--- config.mk ---
export PLATFORM = sky130hd
export DESIGN_NAME = object_pool_allocator_core
export DESIGN_NICKNAME = d
export VERILOG_FILES = /design/src/opa_pkg.sv /design/src/opa_queue_ram.sv /design/src/opa_alloc_ctrl.sv /design/src/object_pool_allocator_core.sv
export SDC_FILE = /design/constraint.sdc
export NUM_CORES = 2
export LEC_CHECK = 0
export BUFFER_PORTS_ARGS = -buffer_cell sky130_fd_sc_hd__buf_2
export CAP_MARGIN = 20
export CORE_ASPECT_RATIO = 1.4
export CORE_MARGIN = 3
export CORE_UTILIZATION = 60
export CTS_CLUSTER_DIAMETER = 80
export DETAILED_ROUTE_END_ITERATION = 10
export HOLD_SLACK_MARGIN = 0.15
export PLACE_DENSITY_LB_ADDON = 0.2
export SLEW_MARGIN = 20
export SYNTH_ARGS = -nofsm -noshare
export SYNTH_HDL_FRONTEND = slang
export SYNTH_SLANG_ARGS = --single-unit
--- constraint.sdc ---
create_clock -name clk -period 9 [get_ports clk]
set_input_delay 1.8 -clock clk [delete_from_list [all_inputs] [get_ports clk]]
set_output_delay 1.8 -clock clk [all_outputs]
set_load 0.02 [all_outputs]
--- src/opa_pkg.sv ---
// ----------------------------------------------------------------------------
// Object pool allocator - package
// Pool size, field widths, command and status codes, shared structs.
// ----------------------------------------------------------------------------
package opa_pkg;

    localparam int POOL_SIZE = 256;
    localparam int PTR_W     = $clog2(POOL_SIZE);
    localparam int CNT_W     = PTR_W + 1;
    localparam int HANDLE_W  = 8;
    localparam int CMD_W     = 2;
    localparam int STATUS_W  = 2;

    localparam logic [CMD_W-1:0] CMD_ALLOC   = 2'd0;
    localparam logic [CMD_W-1:0] CMD_TRY     = 2'd1;
    localparam logic [CMD_W-1:0] CMD_RELEASE = 2'd2;

    localparam logic [STATUS_W-1:0] ST_OK            = 2'd0;
    localparam logic [STATUS_W-1:0] ST_NONE_RELEASED = 2'd1;
    localparam logic [STATUS_W-1:0] ST_EXHAUSTED     = 2'd2;
    localparam logic [STATUS_W-1:0] ST_NOT_ALLOCATED = 2'd3;

    // request to the free-queue RAM
    typedef struct packed {
        logic                wr_en;
        logic [PTR_W-1:0]    wr_addr;
        logic [HANDLE_W-1:0] wr_data;
        logic                rd_en;
        logic [PTR_W-1:0]    rd_addr;
    } ram_req_t;

    // outcome of one request, loaded into the result register
    typedef struct packed {
        logic [STATUS_W-1:0] status;
        logic                from_queue;  // handle comes from the RAM read port
        logic [HANDLE_W-1:0] handle;
    } decision_t;

endpackage

--- src/opa_queue_ram.sv ---
// ----------------------------------------------------------------------------
// Object pool allocator - free queue RAM
// One write and one registered read per cycle; no reset on contents.
// ----------------------------------------------------------------------------
module opa_queue_ram
(
    input  logic                         clk,
    input  opa_pkg::ram_req_t            req,
    output logic [opa_pkg::HANDLE_W-1:0] rdata
);
    import opa_pkg::*;

    logic [HANDLE_W-1:0] mem [POOL_SIZE];
    logic [HANDLE_W-1:0] rdata_reg;

    always_ff @(posedge clk)
    begin
        if (req.wr_en)
        begin
            mem[req.wr_addr] <= req.wr_data;
        end
        if (req.rd_en)
        begin
            rdata_reg <= mem[req.rd_addr];
        end
    end

    assign rdata = rdata_reg;

endmodule

--- src/opa_alloc_ctrl.sv ---
// ----------------------------------------------------------------------------
// Object pool allocator - allocation control
// Queue pointers, fresh-handle counter and in-use bitmap; decides each request.
// ----------------------------------------------------------------------------
module opa_alloc_ctrl
(
    input  logic                         clk,
    input  logic                         rst_n,
    input  logic                         go,
    input  logic [opa_pkg::CMD_W-1:0]    cmd,
    input  logic [opa_pkg::HANDLE_W-1:0] hin,
    input  logic [opa_pkg::HANDLE_W-1:0] rdata,
    output opa_pkg::ram_req_t            ram_req,
    output opa_pkg::decision_t           decision
);
    import opa_pkg::*;

    localparam logic [PTR_W-1:0] LAST_POS  = PTR_W'(POOL_SIZE - 1);
    localparam logic [CNT_W-1:0] POOL_CNT  = CNT_W'(POOL_SIZE);
    localparam int               CMP_W     = (HANDLE_W > CNT_W) ? HANDLE_W : CNT_W;
    localparam logic [CMP_W-1:0] POOL_CMP  = CMP_W'(POOL_SIZE);

    logic [PTR_W-1:0]     head_reg,  head_next;
    logic [PTR_W-1:0]     tail_reg,  tail_next;
    logic [CNT_W-1:0]     count_reg, count_next;
    logic [CNT_W-1:0]     fresh_reg, fresh_next;
    logic [POOL_SIZE-1:0] map_reg,   map_next;
    // a handle popped last cycle is marked in use once its RAM read returns
    logic                 pend_reg,  pend_next;

    logic [PTR_W-1:0] hin_idx;
    logic             hin_in_range;
    logic             hin_in_use;
    logic             queue_empty;

    always_comb
    begin
        hin_idx      = PTR_W'(hin);
        hin_in_range = CMP_W'(hin) < POOL_CMP;
        queue_empty  = (count_reg == '0);

        map_next = map_reg;
        if (pend_reg)
        begin
            map_next[PTR_W'(rdata)] = 1'b1;
        end
        // forwarded view covers a release of the handle popped last cycle
        hin_in_use = map_next[hin_idx];

        head_next  = head_reg;
        tail_next  = tail_reg;
        count_next = count_reg;
        fresh_next = fresh_reg;
        pend_next  = 1'b0;

        ram_req.wr_en   = 1'b0;
        ram_req.wr_addr = tail_reg;
        ram_req.wr_data = hin;
        ram_req.rd_en   = 1'b0;
        ram_req.rd_addr = head_reg;

        decision.status     = ST_OK;
        decision.from_queue = 1'b0;
        decision.handle     = '0;

        if (go)
        begin
            case (cmd)
                CMD_ALLOC, CMD_TRY:
                begin
                    if (!queue_empty)
                    begin
                        ram_req.rd_en       = 1'b1;
                        head_next           = (head_reg == LAST_POS) ? '0 : head_reg + 1'b1;
                        count_next          = count_reg - 1'b1;
                        pend_next           = 1'b1;
                        decision.from_queue = 1'b1;
                    end
                    else if (cmd == CMD_TRY)
                    begin
                        decision.status = ST_NONE_RELEASED;
                    end
                    else if (fresh_reg >= POOL_CNT)
                    begin
                        decision.status = ST_EXHAUSTED;
                    end
                    else
                    begin
                        map_next[PTR_W'(fresh_reg)] = 1'b1;
                        decision.handle             = HANDLE_W'(fresh_reg);
                        fresh_next                  = fresh_reg + 1'b1;
                    end
                end
                CMD_RELEASE:
                begin
                    if (!hin_in_range || !hin_in_use || (count_reg >= POOL_CNT))
                    begin
                        decision.status = ST_NOT_ALLOCATED;
                    end
                    else
                    begin
                        map_next[hin_idx] = 1'b0;
                        ram_req.wr_en     = 1'b1;
                        tail_next         = (tail_reg == LAST_POS) ? '0 : tail_reg + 1'b1;
                        count_next        = count_reg + 1'b1;
                    end
                end
                default:
                begin
                    // reserved command: no change, ok with handle zero
                end
            endcase
        end
    end

    always_ff @(posedge clk or negedge rst_n)
    begin
        if (!rst_n)
        begin
            head_reg  <= '0;
            tail_reg  <= '0;
            count_reg <= '0;
            fresh_reg <= '0;
            map_reg   <= '0;
            pend_reg  <= 1'b0;
        end
        else
        begin
            head_reg  <= head_next;
            tail_reg  <= tail_next;
            count_reg <= count_next;
            fresh_reg <= fresh_next;
            map_reg   <= map_next;
            pend_reg  <= pend_next;
        end
    end

endmodule

--- src/object_pool_allocator_core.sv ---
// ----------------------------------------------------------------------------
// Object pool allocator core
// Allocates and releases handles from a fixed pool with a FIFO free queue.
// ----------------------------------------------------------------------------
// One request is taken per cycle while results are drained. A request is held
// in the input register until it advances; on that edge the decision lands in
// the result register and the free-queue RAM read lands in the RAM read
// register, and rsp_valid rises as the result valid register is set. The
// in-use bitmap is flip-flops cleared by reset, so there is no clearing pass
// and the block is ready straight out of reset. Allocate reuses the oldest
// released handle, else mints a fresh one, else reports exhaustion;
// try-allocate reuses released handles only.
module object_pool_allocator_core
(
    input  logic                           clk,
    input  logic                           rst_n,
    input  logic                           req_valid,
    output logic                           req_ready,
    input  logic [opa_pkg::CMD_W-1:0]      command,
    input  logic [opa_pkg::HANDLE_W-1:0]   handle_in,
    output logic                           rsp_valid,
    input  logic                           rsp_ready,
    output logic [opa_pkg::HANDLE_W-1:0]   handle_out,
    output logic [opa_pkg::STATUS_W-1:0]   status
);
    import opa_pkg::*;

    logic                in_vld_reg;
    logic [CMD_W-1:0]    cmd_reg;
    logic [HANDLE_W-1:0] hin_reg;

    logic                out_vld_reg;
    logic [STATUS_W-1:0] status_reg;
    logic                from_queue_reg;
    logic [HANDLE_W-1:0] handle_reg;

    logic                advance;
    ram_req_t            ram_req;
    decision_t           decision;
    logic [HANDLE_W-1:0] ram_rdata;

    assign advance   = in_vld_reg && (!out_vld_reg || rsp_ready);
    assign req_ready = !in_vld_reg || advance;

    opa_alloc_ctrl u_ctrl
    (
        .clk      (clk),
        .rst_n    (rst_n),
        .go       (advance),
        .cmd      (cmd_reg),
        .hin      (hin_reg),
        .rdata    (ram_rdata),
        .ram_req  (ram_req),
        .decision (decision)
    );

    opa_queue_ram u_ram
    (
        .clk   (clk),
        .req   (ram_req),
        .rdata (ram_rdata)
    );

    always_ff @(posedge clk or negedge rst_n)
    begin
        if (!rst_n)
        begin
            in_vld_reg  <= 1'b0;
            out_vld_reg <= 1'b0;
        end
        else
        begin
            if (req_ready)
            begin
                in_vld_reg <= req_valid;
            end
            if (advance)
            begin
                out_vld_reg <= 1'b1;
            end
            else if (rsp_ready)
            begin
                out_vld_reg <= 1'b0;
            end
        end
    end

    always_ff @(posedge clk)
    begin
        if (req_valid && req_ready)
        begin
            cmd_reg <= command;
            hin_reg <= handle_in;
        end
        if (advance)
        begin
            status_reg     <= decision.status;
            from_queue_reg <= decision.from_queue;
            handle_reg     <= decision.handle;
        end
    end

    // RAM read data holds until the next pop, which cannot happen while stalled
    assign rsp_valid  = out_vld_reg;
    assign status     = status_reg;
    assign handle_out = from_queue_reg ? ram_rdata : handle_reg;

endmodule

After elaboration in Yosys (flattened, before gate mapping)
Memory sizes are Yosys's and may differ from the RTL's. A register that Yosys moved wholly into a read port is not among the register bits.
Index checks and enable logic that the tools add are counted.
{ "classes": {"addsub": 5, "reduce_logical": 21, "n_lt_le_gt_ge": 8, "n_eq_ne": 6, "bitwise_logic": 9, "mux": 36} }
{ "ops": {"columns": ["operator", "count"], "rows": [
  ["$mux W256", 6],
  ["$or A256 B256 Y256", 2],
  ["$pmux W256 S2", 1],
  ["$and A256 B256 Y256", 1],
  ["$not A256 Y256", 1],
  ["$lt A8 B9 Y1 const B", 3],
  ["$demux W1 S8", 3],
  ["$ge A8 B1 Y1 const B", 3],
  ["$mux W8", 3],
  ["$add A9 B1 Y9 const B", 2],
  ["$ge A9 B9 Y1 const B", 2],
  ["$mux W9", 2],
  ["$pmux W9 S2", 1],
  ["$add A8 B1 Y8 const B", 2],
  ["$eq A8 B8 Y1 const B", 2],
  ["$mux W1", 14],
  ["$logic_not A9 Y1", 1],
  ["$sub A9 B1 Y9 const B", 1],
  ["$bmux W1 S8", 1],
  ["$mux W2", 4],
  ["$reduce_and A3 Y1", 2],
  ["$logic_and A1 B1 Y1", 5],
  ["$not A1 Y1", 5],
  ["$reduce_and A5 Y1", 1],
  ["11 further kinds", 17]
]} }
{ "word_totals": {"reg_bits": 314, "output_inout_bits": 12, "wordCells": 99, "ramBits": 2048, "memories": 1, "inputBits": 14} }
{ "memory_table": {"columns": ["name", "words", "word_bits", "rd", "rd_clocked_by_memory_dff", "wr", "line", "source"], "rows": [
  ["u_ram.mem", 256, 8, 1, 1, 1, "opa_queue_ram.sv:13", "logic [HANDLE_W-1:0] mem [POOL_SIZE];"]
]} }

Longest topological paths before layout
{ "depth": {"depth_word": 15, "ltp_mapped": 18, "mapped_depth_nobuf": 11} }

Modules after synthesis
From an unflattened synthesis, not the netlist that was laid out.
{ "unflattened": {"cells_unflattened": 5866, "area_unflattened_um2": 98682.1} }
{ "modules_own_cells": {"columns": ["module", "n_inst", "area_each_um2", "cells_per_inst", "seq_area_each_um2"], "rows": [
  ["opa_queue_ram", 1, 79636.4, 3733, 61739.2],
  ["opa_alloc_ctrl", 1, 18195.0, 2095, 7282.0],
  ["object_pool_allocator_core", 1, 850.8, 38, 680.7]
]} }

Worst setup path before layout
OpenSTA, ideal clock, no wires.
{ "synth_path": {"path_kind": "register to register", "startpoint": "register hin_reg[0]", "endpoint": "memory u_ram.mem[103][0], enable pin", "setup_ns": 0.370, "arrival_ns": 6.534, "slack_ns": 2.095, "required_ns": 8.630, "synth_period_minus_slack_ns": 6.905, "n_path_buf": 5, "path_stages_with_launch": 15, "cell_sequence": "edfxtp_1 > buf_2 > nand2b_1 > clkbuf_1 > a211oi_1 > o41ai_1 > a41oi_1 > or3_1 > o211ai_2 > and3_1 > buf_6 > buf_12 > nand4b_4 > buf_6 > nor2_1"} }
{ "synth_between": {"elab_chain_len": 9} }
{ "synth_lines": {"columns": ["element", "line", "source"], "rows": [
  ["start: declaration", "object_pool_allocator_core.sv:30", "logic [HANDLE_W-1:0] hin_reg;"],
  ["start signal: assignment", "object_pool_allocator_core.sv:93", "hin_reg <= handle_in;"],
  ["$bmux W1 S8", "opa_alloc_ctrl.sv:48", "hin_in_use = map_next[hin_idx];"],
  ["$mux W1 (not written as such)", "opa_alloc_ctrl.sv:48", null],
  ["$logic_not A1 Y1", "opa_alloc_ctrl.sv:96", "if (!hin_in_range || !hin_in_use || (count_reg >= POOL_CNT))"],
  ["$logic_or A1 B1 Y1", "opa_alloc_ctrl.sv:96", null],
  ["$mux W1", "opa_alloc_ctrl.sv:96", null],
  ["$mux W1", "opa_alloc_ctrl.sv:68", "case (cmd)"],
  ["$mux W1", "opa_alloc_ctrl.sv:66", "if (go)"],
  ["$mux W1", "opa_queue_ram.sv:18", "if (req.wr_en)"],
  ["$mux W1 (not written as such)", "opa_queue_ram.sv:20", "mem[req.wr_addr] <= req.wr_data;"],
  ["end: declaration", "opa_queue_ram.sv:13", null]
]} }
Every way passes these cells. The select of a mux whose other input is x is not followed.

Worst setup path after layout
{ "layout_path": {"startpoint": "register u_ram.rdata_reg[1], in the netlist u_ram.rdata[1], read port of u_ram.mem", "endpoint": "memory u_ram.mem[91][4], enable pin"} }
{ "layout_between": {"elab_chain_len": 15, "word_cells_on_any_way": 16, "cone_classes": "order compare: 2; mux: 10; bitwise: 1; reduce/logical: 3"} }
{ "layout_lines": {"columns": ["element", "line", "source"], "rows": [
  ["start: declaration", "opa_queue_ram.sv:14", "logic [HANDLE_W-1:0] rdata_reg;"],
  ["$lt A8 B9 Y1 (not written as such) or $ge A8 B1 Y1 (tied branches)", "opa_alloc_ctrl.sv:45", "map_next[PTR_W'(rdata)] = 1'b1;"],
  ["$logic_and A1 B1 Y1 (not written as such)", "opa_alloc_ctrl.sv:45", null],
  ["$mux W1 (not written as such)", "opa_alloc_ctrl.sv:45", null],
  ["$demux W1 S8 (*)", null, null],
  ["$or A256 B256 Y256 (no line) (*)", null, null],
  ["$mux W256 (*)", "opa_alloc_ctrl.sv:43", "if (pend_reg)"],
  ["$bmux W1 S8 (*)", "opa_alloc_ctrl.sv:48", null],
  ["$mux W1 (not written as such) (*)", "opa_alloc_ctrl.sv:48", null],
  ["$logic_not A1 Y1 (*)", "opa_alloc_ctrl.sv:96", null],
  ["$logic_or A1 B1 Y1 (*)", "opa_alloc_ctrl.sv:96", null],
  ["$mux W1 (*)", "opa_alloc_ctrl.sv:96", null],
  ["$mux W1 (*)", "opa_alloc_ctrl.sv:68", null],
  ["$mux W1 (*)", "opa_alloc_ctrl.sv:66", null],
  ["$mux W1 (*)", "opa_queue_ram.sv:18", null],
  ["$mux W1 (not written as such) (*)", "opa_queue_ram.sv:20", null]
]} }
Every way passes the cells marked *; elsewhere a longest branch is shown, timed or not. The select of a mux whose other input is x is not followed.

==> metrics.yaml <==
status: "finished clean"
worst_slack_ps: 2123
timing.final.max_slew_violations: 0
final_common_cell: "edfxtp_1"
hp-class: "reg -> reg"
final_cells: 7566
max_cap_viol_count: 0
fill_cells: 10441
track_usage_pct: 33.66
path_clk_slew_ps: 60
floorplan.rows: 174
yosys.area.top_type: "edfxtp_1"
postCtsSetupBuffers: 0
ys_seq_area_share_pct: 71.30
syn_area_per_cell_um2: 18.49
critPathSlowestCell: "nor2_1"
path_cells: "nor2b_4, buf_4, and2_1, a21oi_1, a221oi_1, a41o_1, nand4_1, and3b_1, and3_2, nand4b_4, nor2_1"
grt_start_max_net_pins: 161
path_class: "reg -> reg"
synth-async-reset-ratio_pct: 12.36
clock_latency_ps: 880
cts.htree.levels: 4
synthTopCellsByArea: "edfxtp_1, mux4_2, dfrtp_1"
grt_overflow_total: 0
ff2ff_setup_slack_ps: 2120
grt_pass1_vias: 55246
postRouteAntennaNets: 0
fin_crit_sh_pct: 76.42
setup_viol: 0
reg2reg_from: "u_ram.rdata[1]"
synth_top_area_share_pct: 63.80
cp.required_ps: 9470
synth_cell_types: 93
die_x_um: 347.1
drive_gt1_share_pct: 24.57
skew_ps: 55.30
io_buffers: 25
critical_path.endpoint: "u_ram.mem[91][4]"
tightest_slew_ps: 1345
largest_reg_flops: 2048
cp_top_family: "simple AND/OR/NAND/NOR gates"
synth_nets: 5318
initial_core_util_pct: 60.60
yosysWarnings: 0
cp-end-kind: "flip-flop"
final_cell_mix: "edfxtp_1, mux4_2, nor2_1"
area_growth_pct: 10.05
num_vias: 54873
cp_num_cells: 11
worstPathMaxFanout: 17
die_h_um: 483.6
coreArea_um2: 161300
syn_inst: 5287
pre_cts_ws_ps: 2426
power.leakage_uw: 0.03319
antenna_found_initial: 9
syn-cell-area_um2: 97760
p_per_area_nw_per_um2: 274.4
hold_slack_ps: 491.3
cp_num_buf_inv: 1
fmax_mhz: 145.4
final_nets: 5297
drc: 0
grt_pass1_wl_mm: 403.4
synth_enable_flop_cells: 2077
cts_tree: "done"
clockBufferDepth: 3
finalCriticalPeriod_ps: 6877
clock-sinks: 2370
critPathArrivalTime_ps: 7350
placed_cells: 7163
rsz0062_at_grt: "false"
hpwlAfterDp_mm: 171.3
synthFlopType: "edfxtp_1"
max_stage_delay_ps: 960
drtIter0Drc: 7629
finalHoldViolCount: 0
cp-start-kind: "flip-flop"
dieArea_um2: 167900
cts_hold_buffers: 0
finish.utilization_pct: 66.69
finalSetupTns_ps: 0
io_pins: 26
firstDrtPassIters: 10
slew_headroom_pct: 9.646
cts_buffers: 210
gp_congestion: 1.108
cp-startpoint: "u_ram.rdata[1]"
r2r-end: "u_ram.mem[91][4]"
drt-vias-per-instance: 7.253
cts_resized: 0
r2r_cells: 11
wl_mm: 279.1
ys_ff_latch: 2370
vdd_ir_drop_max_uv: 291.2
wire_per_inst_um: 36.89
cts_root_buf: "clkbuf_16"
[layout make-up]
class | count | area [um^2] | area share [%]
antenna | 9 | 22.52 | 0.02093
clock buffer | 268 | 5605 | 5.210
clock inverter | 123 | 1637 | 1.521
inverter | 16 | 60.06 | 0.05582
multi-input combinational | 2492 | 26400 | 24.54
sequential | 2370 | 69720 | 64.81
tap | 2112 | 2643 | 2.456
timing repair buffer | 176 | 1495 | 1.390
[report_power, final]
part | total [uW] | internal [uW] | switching (uW)
Combinational | 7630 | 3510 | 4120
Sequential | 12500 | 12100 | 356
Clock | 9430 | 5380 | 4050
Total | 29500 | 21000 | 8520
[kinds of logic after synthesis]
| kind of cell | synth area share, % |
|---|---|
| DFF | 71.30 |
| and+or+nand+nor | 4.242 |
| AOI/OAI and AO/OA | 5.888 |
| muxes | 16.22 |
| buffers and inverters | 1.894 |
| xor gates and xnor gates | 0.2329 |
| adders and majority gates | 0.2253 |
[worst register-to-register path, stage by stage, from the launching register on]
cell,delay (ps)
edfxtp_1,710
nor2b_4,740
buf_4,370
and2_1,560
a21oi_1,180
a221oi_1,440
a41o_1,380
nand4_1,240
and3b_1,500
and3_2,540
nand4b_4,840
nor2_1,1000
[synth_stat cells (29+ instances only)]
cell and n:
edfxtp_1 2077, mux4_2 688, nor2_1 363, dfrtp_1 293
nand2_1 277, clkbuf_1 229, a21oi_1 157, a31oi_1 146
a22oi_1 142, buf_2 85, o21ai_0 81, buf_1 68
a31o_2 64, a211oi_1 49, nor3_1 43, a221oi_1 35
and2_1 34, nand3_1 32, a311oi_1 29
[worst min path at each step]
stage	startpoint	cells after the start	to	slack, ps
global placement	in_vld_reg	1	rsp_valid	470
CTS	in_vld_reg	1	rsp_valid	490
floorplan	in_vld_reg	1	rsp_valid	460
finish	in_vld_reg	1	rsp_valid	490
detailed placement	in_vld_reg	1	rsp_valid	480
global route	in_vld_reg	1	rsp_valid	520
[layer usage]
layer	share of wire, %	global-route usage, %	up-vias	wire length, um
met2	49	54.06	3712	136800
met5	0.019	0	-	54
li1	-	-	21730	-
met3	9.9	8.427	1012	27620
met1	34	42.79	28413	96080
met4	6.6	18.04	6	18530
[metrics by stage]
stage | power, uW | cell area [um^2]
2_1_floorplan | 17690 | 97760
3_3_place_gp | 20270 | 100200
3_5_place_dp | 20310 | 100200
4_1_cts | 29630 | 107500
5_1_grt | 30300 | 107600
6_report | 29520 | 107600
No activity file was read; power rests on OpenSTA's default activity.
